**src/hw/rtl/isqs_pkg.sv**
```systemverilog
// ----------------------------------------------------------------------------
// Input-queued switch scheduler package
// Shared sizes, field widths and item types of the scheduler.
// ----------------------------------------------------------------------------
package isqs_pkg;

  localparam int PORTS      = 8;
  localparam int BUF_DEPTH  = 4;

  localparam int MASK_W     = 8;
  localparam int DESTS_W    = 24;
  localparam int PORT_W     = 3;
  localparam int DELAY_W    = 16;
  localparam int STAMP_W    = 32;

  localparam int IN_DATA_W  = 32;
  localparam int OUT_DATA_W = 24;
  localparam int OUT_PAD_W  = OUT_DATA_W - 2 * PORT_W - DELAY_W;

  localparam int PIDX_W     = (PORTS > 1) ? $clog2(PORTS) : 1;
  localparam int ADDR_W     = (BUF_DEPTH > 1) ? $clog2(BUF_DEPTH) : 1;
  localparam int FILL_W     = $clog2(BUF_DEPTH + 1);
  localparam int SUM_W      = FILL_W + 1;
  localparam int ENTRY_W    = PORT_W + STAMP_W;

  localparam logic [STAMP_W-1:0] DELAY_SAT_AT = 32'd65534;
  localparam logic [DELAY_W-1:0] DELAY_MAX    = 16'hFFFF;

  typedef struct packed {
    logic [PORTS-1:0]        mask;
    logic [PORTS*PORT_W-1:0] dests;
  } slot_t;

  typedef struct packed {
    logic [PORT_W-1:0]  dest;
    logic [STAMP_W-1:0] stamp;
  } entry_t;

endpackage

```
**src/hw/rtl/isqs_ram.sv**
```systemverilog
// ----------------------------------------------------------------------------
// Generic RAM
// One write port and one read port with registered read data.
// ----------------------------------------------------------------------------
module isqs_ram #(
  parameter int  WIDTH = 8,
  parameter int  DEPTH = 4,
  localparam int AW    = (DEPTH > 1) ? $clog2(DEPTH) : 1
) (
  input  logic             clk,
  input  logic             wr_en,
  input  logic [AW-1:0]    wr_addr,
  input  logic [WIDTH-1:0] wr_data,
  input  logic [AW-1:0]    rd_addr,
  output logic [WIDTH-1:0] rd_data
);

  logic [WIDTH-1:0] mem [DEPTH];

  always_ff @(posedge clk) begin
    if (wr_en) begin
      mem[wr_addr] <= wr_data;
    end
    rd_data <= mem[rd_addr];
  end

endmodule

```
**src/hw/rtl/isqs_front.sv**
```systemverilog
// ----------------------------------------------------------------------------
// Scheduler front end
// Accepts slot items, strips ports beyond the switch size and holds them in
// a two-entry queue for the scheduling engine.
// ----------------------------------------------------------------------------
module isqs_front import isqs_pkg::*; (
  input  logic                 clk,
  input  logic                 rst_n,
  input  logic                 in_tvalid,
  output logic                 in_tready,
  input  logic [IN_DATA_W-1:0] in_tdata,
  output logic                 slot_valid,
  output slot_t                slot,
  input  logic                 slot_ready
);

  slot_t      q_r [2];
  slot_t      slot_in;
  logic       wr_ptr_r, wr_ptr_nxt;
  logic       rd_ptr_r, rd_ptr_nxt;
  logic [1:0] cnt_r, cnt_nxt;
  logic       push, pop;

  assign slot_in.mask  = in_tdata[PORTS-1:0];
  assign slot_in.dests = in_tdata[MASK_W +: PORTS*PORT_W];

  assign in_tready  = (cnt_r != 2'd2);
  assign slot_valid = (cnt_r != 2'd0);
  assign slot       = q_r[rd_ptr_r];
  assign push       = in_tvalid && in_tready;
  assign pop        = slot_valid && slot_ready;

  always_comb begin
    wr_ptr_nxt = push ? ~wr_ptr_r : wr_ptr_r;
    rd_ptr_nxt = pop ? ~rd_ptr_r : rd_ptr_r;
    cnt_nxt    = cnt_r + 2'(push) - 2'(pop);
  end

  always_ff @(posedge clk) begin
    if (push) begin
      q_r[wr_ptr_r] <= slot_in;
    end
    if (!rst_n) begin
      wr_ptr_r <= 1'b0;
      rd_ptr_r <= 1'b0;
      cnt_r    <= 2'd0;
    end else begin
      wr_ptr_r <= wr_ptr_nxt;
      rd_ptr_r <= rd_ptr_nxt;
      cnt_r    <= cnt_nxt;
    end
  end

endmodule

```
**src/hw/rtl/isqs_back.sv**
```systemverilog
// ----------------------------------------------------------------------------
// Scheduler engine
// Appends slot arrivals to the per-port FIFOs, grants head-of-line packets
// in fixed priority and emits one departure item per cycle unless stalled.
// ----------------------------------------------------------------------------
module isqs_back import isqs_pkg::*; (
  input  logic                  clk,
  input  logic                  rst_n,
  input  logic                  slot_valid,
  input  slot_t                 slot,
  output logic                  slot_ready,
  output logic                  out_tvalid,
  input  logic                  out_tready,
  output logic [OUT_DATA_W-1:0] out_tdata,
  output logic                  out_tlast
);

  typedef enum logic [1:0] {S_IDLE, S_READ, S_GRANT, S_EMIT} state_t;

  state_t              state_r, state_nxt;
  logic [ADDR_W-1:0]   head_r [PORTS];
  logic [ADDR_W-1:0]   head_nxt [PORTS];
  logic [FILL_W-1:0]   fill_r [PORTS];
  logic [FILL_W-1:0]   fill_nxt [PORTS];
  logic [STAMP_W-1:0]  slot_cnt_r, slot_cnt_nxt;
  logic [PORTS-1:0]    grant_r, grant_nxt;
  entry_t              head_ent_r [PORTS];
  entry_t              rd_ent [PORTS];

  logic [PORTS-1:0]    wr_en;
  logic [ADDR_W-1:0]   wr_addr [PORTS];
  entry_t              wr_ent [PORTS];
  logic [SUM_W-1:0]    tail_sum [PORTS];

  logic                out_valid_r, out_valid_nxt;
  logic [PORT_W-1:0]   out_in_port_r, out_in_port_nxt;
  logic [PORT_W-1:0]   out_port_r, out_port_nxt;
  logic [DELAY_W-1:0]  out_delay_r, out_delay_nxt;
  logic                out_last_r, out_last_nxt;

  for (genvar p = 0; p < PORTS; p++) begin : g_fifo
    isqs_ram #(
      .WIDTH (ENTRY_W),
      .DEPTH (BUF_DEPTH)
    ) u_ram (
      .clk     (clk),
      .wr_en   (wr_en[p]),
      .wr_addr (wr_addr[p]),
      .wr_data (wr_ent[p]),
      .rd_addr (head_r[p]),
      .rd_data (rd_ent[p])
    );
  end

  assign slot_ready = (state_r == S_IDLE);
  assign out_tvalid = out_valid_r;
  assign out_tlast  = out_last_r;
  assign out_tdata  = {{OUT_PAD_W{1'b0}}, out_delay_r, out_port_r, out_in_port_r};

  always_comb begin
    for (int p = 0; p < PORTS; p++) begin
      tail_sum[p] = SUM_W'(head_r[p]) + SUM_W'(fill_r[p]);
      if (tail_sum[p] >= SUM_W'(BUF_DEPTH)) begin
        tail_sum[p] = tail_sum[p] - SUM_W'(BUF_DEPTH);
      end
      wr_addr[p]      = tail_sum[p][ADDR_W-1:0];
      wr_en[p]        = (state_r == S_IDLE) && slot_valid && slot.mask[p] &&
                        (fill_r[p] != FILL_W'(BUF_DEPTH));
      wr_ent[p].dest  = slot.dests[p*PORT_W +: PORT_W];
      wr_ent[p].stamp = slot_cnt_r;
    end
  end

  always_comb begin
    logic [7:0]         busy;
    logic [PORTS-1:0]   gnt;
    logic [PORTS-1:0]   rest;
    logic [PIDX_W-1:0]  sel;
    logic [STAMP_W-1:0] diff;

    state_nxt       = state_r;
    head_nxt        = head_r;
    fill_nxt        = fill_r;
    slot_cnt_nxt    = slot_cnt_r;
    grant_nxt       = grant_r;
    out_valid_nxt   = out_valid_r;
    out_in_port_nxt = out_in_port_r;
    out_port_nxt    = out_port_r;
    out_delay_nxt   = out_delay_r;
    out_last_nxt    = out_last_r;
    busy            = '0;
    gnt             = '0;
    rest            = grant_r & (grant_r - 1'b1);
    sel             = '0;
    diff            = '0;

    if (out_valid_r && out_tready) begin
      out_valid_nxt = 1'b0;
    end

    case (state_r)
      S_IDLE: begin
        for (int p = 0; p < PORTS; p++) begin
          if (wr_en[p]) begin
            fill_nxt[p] = fill_r[p] + 1'b1;
          end
        end
        if (slot_valid) begin
          state_nxt = S_READ;
        end
      end
      S_READ: begin
        state_nxt = S_GRANT;
      end
      S_GRANT: begin
        for (int p = 0; p < PORTS; p++) begin
          if ((fill_r[p] != '0) && !busy[rd_ent[p].dest]) begin
            gnt[p]              = 1'b1;
            busy[rd_ent[p].dest] = 1'b1;
            head_nxt[p]         = (head_r[p] == ADDR_W'(BUF_DEPTH - 1)) ? '0 :
                                  head_r[p] + 1'b1;
            fill_nxt[p]         = fill_r[p] - 1'b1;
          end
        end
        grant_nxt = gnt;
        if (gnt == '0) begin
          slot_cnt_nxt = slot_cnt_r + 1'b1;
          state_nxt    = S_IDLE;
        end else begin
          state_nxt = S_EMIT;
        end
      end
      S_EMIT: begin
        for (int p = PORTS - 1; p >= 0; p--) begin
          if (grant_r[p]) begin
            sel = PIDX_W'(p);
          end
        end
        if (!out_valid_r || out_tready) begin
          diff            = slot_cnt_r - head_ent_r[sel].stamp;
          out_valid_nxt   = 1'b1;
          out_in_port_nxt = PORT_W'(sel);
          out_port_nxt    = head_ent_r[sel].dest;
          out_delay_nxt   = (diff >= DELAY_SAT_AT) ? DELAY_MAX : diff[DELAY_W-1:0] + 1'b1;
          out_last_nxt    = (rest == '0);
          grant_nxt       = rest;
          if (rest == '0) begin
            slot_cnt_nxt = slot_cnt_r + 1'b1;
            state_nxt    = S_IDLE;
          end
        end
      end
      default: begin
        state_nxt = S_IDLE;
      end
    endcase
  end

  always_ff @(posedge clk) begin
    if (state_r == S_GRANT) begin
      head_ent_r <= rd_ent;
    end
    out_in_port_r <= out_in_port_nxt;
    out_port_r    <= out_port_nxt;
    out_delay_r   <= out_delay_nxt;
    out_last_r    <= out_last_nxt;
    if (!rst_n) begin
      state_r     <= S_IDLE;
      slot_cnt_r  <= '0;
      grant_r     <= '0;
      out_valid_r <= 1'b0;
      for (int p = 0; p < PORTS; p++) begin
        head_r[p] <= '0;
        fill_r[p] <= '0;
      end
    end else begin
      state_r     <= state_nxt;
      slot_cnt_r  <= slot_cnt_nxt;
      grant_r     <= grant_nxt;
      out_valid_r <= out_valid_nxt;
      head_r      <= head_nxt;
      fill_r      <= fill_nxt;
    end
  end

  a_grant_idle: assert property (@(posedge clk) disable iff (!rst_n)
    (state_r == S_IDLE || state_r == S_READ) |-> (grant_r == '0))
    else $error("Grants are pending outside the emit phase.");

  a_grant_emit: assert property (@(posedge clk) disable iff (!rst_n)
    (state_r == S_EMIT) |-> (grant_r != '0))
    else $error("Emit phase entered with no grants.");

  a_slot_adv: assert property (@(posedge clk) disable iff (!rst_n)
    ($past(rst_n) && (slot_cnt_r != $past(slot_cnt_r))) |->
    ($past(state_r) == S_GRANT || $past(state_r) == S_EMIT))
    else $error("Slot counter advanced outside the end of a slot.");

  a_out_src: assert property (@(posedge clk) disable iff (!rst_n)
    $rose(out_valid_r) |-> ($past(state_r) == S_EMIT))
    else $error("Result item raised outside the emit phase.");

endmodule

```
**src/hw/rtl/input_queued_switch_scheduler.sv**
```systemverilog
// ----------------------------------------------------------------------------
// Input-queued switch scheduler
// Per-port head-of-line FIFOs with fixed-priority output grants.
// ----------------------------------------------------------------------------
// Each input item is one time slot. Its arrivals are written to the per-port
// FIFO memories in the IDLE state, the heads are read in READ and granted in
// GRANT, after which one departure item leaves per cycle unless the output
// stalls, through the single output register. A slot with no grants emits
// nothing. A two-entry queue in front of the engine takes further slots
// while one is being scheduled.
module input_queued_switch_scheduler import isqs_pkg::*; (
  input  logic                  clk,
  input  logic                  rst_n,
  input  logic                  in_tvalid,
  output logic                  in_tready,
  input  logic [IN_DATA_W-1:0]  in_tdata,   // arrival_mask, arrival_dests
  output logic                  out_tvalid,
  input  logic                  out_tready,
  output logic [OUT_DATA_W-1:0] out_tdata,  // in_port, out_port, delay
  output logic                  out_tlast
);

  slot_t slot;
  logic  slot_valid;
  logic  slot_ready;

  isqs_front u_front (
    .clk        (clk),
    .rst_n      (rst_n),
    .in_tvalid  (in_tvalid),
    .in_tready  (in_tready),
    .in_tdata   (in_tdata),
    .slot_valid (slot_valid),
    .slot       (slot),
    .slot_ready (slot_ready)
  );

  isqs_back u_back (
    .clk        (clk),
    .rst_n      (rst_n),
    .slot_valid (slot_valid),
    .slot       (slot),
    .slot_ready (slot_ready),
    .out_tvalid (out_tvalid),
    .out_tready (out_tready),
    .out_tdata  (out_tdata),
    .out_tlast  (out_tlast)
  );

endmodule
```
**config.mk**
```make
export PLATFORM = sky130hd
export DESIGN_NAME = input_queued_switch_scheduler
export DESIGN_NICKNAME = d
export VERILOG_FILES = /design/src/hw/rtl/isqs_pkg.sv /design/src/hw/rtl/isqs_ram.sv /design/src/hw/rtl/isqs_front.sv /design/src/hw/rtl/isqs_back.sv /design/src/hw/rtl/input_queued_switch_scheduler.sv
export SDC_FILE = /design/constraint.sdc
export NUM_CORES = 2
export LEC_CHECK = 0
export BUFFER_PORTS_ARGS = -buffer_cell sky130_fd_sc_hd__clkbuf_2
export CAP_MARGIN = 20
export CORE_MARGIN = 1
export CORE_UTILIZATION = 50
export CTS_CLUSTER_DIAMETER = 80
export CTS_CLUSTER_SIZE = 10
export DETAILED_ROUTE_END_ITERATION = 10
export PLACE_DENSITY = 0.67
export SYNTH_ARGS = -nofsm -noshare
export SYNTH_HDL_FRONTEND = slang
export SYNTH_SLANG_ARGS = --single-unit
```
**constraint.sdc**
```tcl
create_clock -name clk -period 19.3 [get_ports clk]
set_input_delay 3.86 -clock clk [delete_from_list [all_inputs] [get_ports clk]]
set_output_delay 3.86 -clock clk [all_outputs]
set_load 0.05 [all_outputs]
```
==> results.md <==
* Lkg Pwr at 24.55 nW
* Die area at 137300 µm²
* RSZ-0062 raised after global routing: false
* Fin cells at 5597
* TritonCTS Buffers at 205
* Startpoint class of the critical path: register
* CP peak stage delay at 0.82 ns
* Setup TNS at 0 ns
* Root buffer cell: clkbuf_16
* Post-Synthesis Cells at 3443
* Fin Hold WS at 0.3898 ns
* Slowest cell on the critical path: buf_4
* Die X at 370.5 µm
* Most common cell after layout, fill and taps aside: edfxtp_1
* GR met1 Demand/Resource at 0.3404
* Iteration-0 DRC Markers at 3829
* HPWL Detailed at 88130 µm
* Top-Level Pins at 63
* WS Path Type: register to register
* Worst Tran Pin Value at 1.066 ns
* Max-slew violations at 0
* Status: finished clean
* Area growth from synthesis to layout at 13.23%
* GR peak layer: met2
* Worst skew pair latency at 0.83 ns
* # H-tree levels at 4
* Synth Area per Inst at 19.72 µm²
* Fillers at 9879
* Worst Hold Path EP: u_back.head_ent_r[58]
* Hold crit path type: register to register
* NumNets Final at 3755
* Total design power at 11.86 mW
* Core area at 134100 µm²
* Period utilization at 0.3462
* Fraction of layout cells with a size suffix above 1 at 0.2220
* Gr ovfl total at 0
* Initial antenna violation count at 0
* Max Cap Viol at 0
* Flop-to-flop setup slack at 12.62 ns
* Largest net degree at the start of global routing at 106
* Worst-path cell chain: nor2_1, o31ai_1, nand2_1, inv_6, buf_4, mux4_2, mux2i_1, ha_1, a21oi_1, nor2b_1, o21ai_0, nand2b_1, a41oi_1, o21ai_0, or2_2, a21o_1, a21oi_1, xnor2_1, a311oi_1, o2111ai_1, nor4_2, buf_4, nand3_1
* Worst Skew at 0.04833 ns
* Place WS at 12.63 ns
* Fin. Hold Viols at 0
* Yosys synthesis warning count at 0
* Clk buf depth at 3
* Vias per std cell at 5.969
* Placed cell areas at 70800 µm²
* Pwr/cell area at 154.3 nW/µm²
* # resized after CTS at 0
* Most frequent cells in the layout: edfxtp_1 (1487), mux4_2 (351), dfxtp_1 (350)
* Die Ht at 370.5 µm
* #FFs+latches synth at 1855
* Seq/Total Area, Yosys at 0.7662
* DRC Markers at 0
* GRT Util Overall at 0.2297
* FMAX at 0.1497 GHz
* Min-Delay Path Depth at 0
* Register area at 52060 µm²
* Number of flops mapped to enable cells by yosys at 1487
* Slew HR at 0.2873
* Top FF cell, synth: edfxtp_1
* Met3 usage at 0.03780
* GR met2 Demand/Resource at 0.3564
* I/O Buffers at 60
* Yosys cell types at 90
* DRT Wirelength at 155000 µm
* Average wire per standard cell at 27.69 µm
* R2r worst-path depth at 23
* Vias in the first global route at 33580
* Asr flop ratio synth at 0
* CTS clk-pin slew, worst paths at 0.06 ns
* Max VDD drop at 97.35 µV
* Setup-failing EPs final at 0
* DP Cell Count at 5219
* Final instance area at 76870 µm²
* Detailed Routing Iterations Pass 1 at 5
* Multi-input logic area at 15330 µm²
* Placer Congestion at 0.8836
* FP Rows at 134
* Delay-heaviest family, CP: compound AO/OA/AOI/OAI gates
* Post-DRT Antenna Nets at 0
* Worst r2r src: u_back.grant_r[7]
* Via Count at 33410
* Worst path bufs/invs at 3
* Worst Min Path Start: u_back.g_fifo[6].u_ram.rd_data[23]
* Final core occ at 0.5731
* Crit path max fanout at 35
* Hold_buf cts at 0
* Min Tclk post-route at 6.682 ns
* Postcts setup bufs at 0
* Crit path required time at 19.83 ns
* Critical path capture point type: register
* First-pass GRT wire length at 227000 µm
* Clock sinks at 1855
* Starting Density at 0.5062
* Worst setup margin at 12.62 ns
* CP arrival at 7.21 ns
* CTS tree: done
* Mapped cell area at 67890 µm²
* Crit Reg-Reg Endpoint: u_back.out_delay_r[13]
==> layer usage <==
layer | vias up | part of all wire
li1 | 14290 | -
met1 | 17610 | 0.44
met2 | 1284 | 0.47
met3 | 225 | 0.066
met4 | 0 | 0.020
met5 | - | 0
==> cell type report <==
class,instances,share of cell area
clock buffer,360,0.07486
clock inverter,17,0.004085
antenna,1,0.00003255
tap,1768,0.02878
sequential,1855,0.6772
inverter,52,0.002702
timing repair buffer,152,0.01289
multi-input combinational,1392,0.1994
==> flip-flops by register name, indices dropped and copies added, names as in the netlist, 8 cells and up, named ones only <==
signal / flops
u_back.g_fifo.u_ram.mem: 1120
u_back.g_fifo.u_ram.rd_data: 280
u_back.head_ent_r: 280
u_front.q_r: 64
u_back.slot_cnt_r: 32
u_back.fill_r: 24
u_back.head_r: 16
u_back.out_delay_r: 16
u_back.grant_r: 8
==> logic make-up after synthesis <==
logic type | Yosys count | share of synthesized area
DFF | 1855 | 0.7662
AOI/OAI and AO/OA | 291 | 0.02997
xor gates and xnor gates | 98 | 0.01275
adders and majority gates | 62 | 0.01238
muxes | 438 | 0.1298
and+or+nand+nor | 501 | 0.03714
buffers and inverters | 197 | 0.01170
other | 1 | 0.00005524
==> cells in the mapped netlist (10+ instances only) <==
library cell / number / area, µm²
a211oi_1: 11 / 82.58
a21oi_1: 75 / 375.4
a31oi_1: 20 / 125.1
and3_1: 19 / 118.9
buf_1: 41 / 153.9
clkbuf_1: 87 / 326.6
dfxtp_1: 368 / 7367
edfxtp_1: 1487 / 44650
ha_1: 52 / 650.6
inv_1: 50 / 187.7
mux2_2: 28 / 315.3
mux2i_1: 59 / 590.6
mux4_2: 351 / 7905
nand2_1: 107 / 401.6
nand2b_1: 30 / 187.7
nand3_1: 56 / 280.3
nand4_1: 12 / 75.07
nor2_1: 129 / 484.2
nor2b_1: 19 / 118.9
nor3_1: 43 / 215.2
nor4_1: 12 / 75.07
o211ai_1: 10 / 75.07
o21ai_0: 38 / 190.2
o31ai_1: 20 / 150.1
or2_2: 11 / 68.82
or3_1: 14 / 87.58
or4_1: 20 / 150.1
xnor2_1: 61 / 534.3
xor2_1: 36 / 315.3
==> worst max path at each step <==
stage | slack (ns) | end | depth (start not counted) | from
final | 12.62 | u_back.out_delay_r[13] | 23 | u_back.grant_r[7]
after detailed placement | 12.63 | u_back.out_delay_r[13] | 23 | u_back.grant_r[7]
after global placement | 12.67 | u_back.out_delay_r[5] | 23 | u_back.grant_r[7]
after CTS | 12.61 | u_back.out_delay_r[13] | 23 | u_back.grant_r[7]
after global routing | 11.99 | u_back.out_delay_r[13] | 22 | u_back.grant_r[1]
after floorplan | 8.04 | u_back.head_r[4] | 7 | u_back.state_r[0]
==> power breakdown <==
group          internal (mW)  total [mW]  leakage (nW)  switching, mW
combinational           1.07        2.80          5.25           1.73
sequential              5.20        5.52          16.4          0.323
clock                   2.03        3.54          2.87           1.51
total                   8.30        11.9          24.5           3.56
Note: power is estimated with default switching activity, not from simulation.
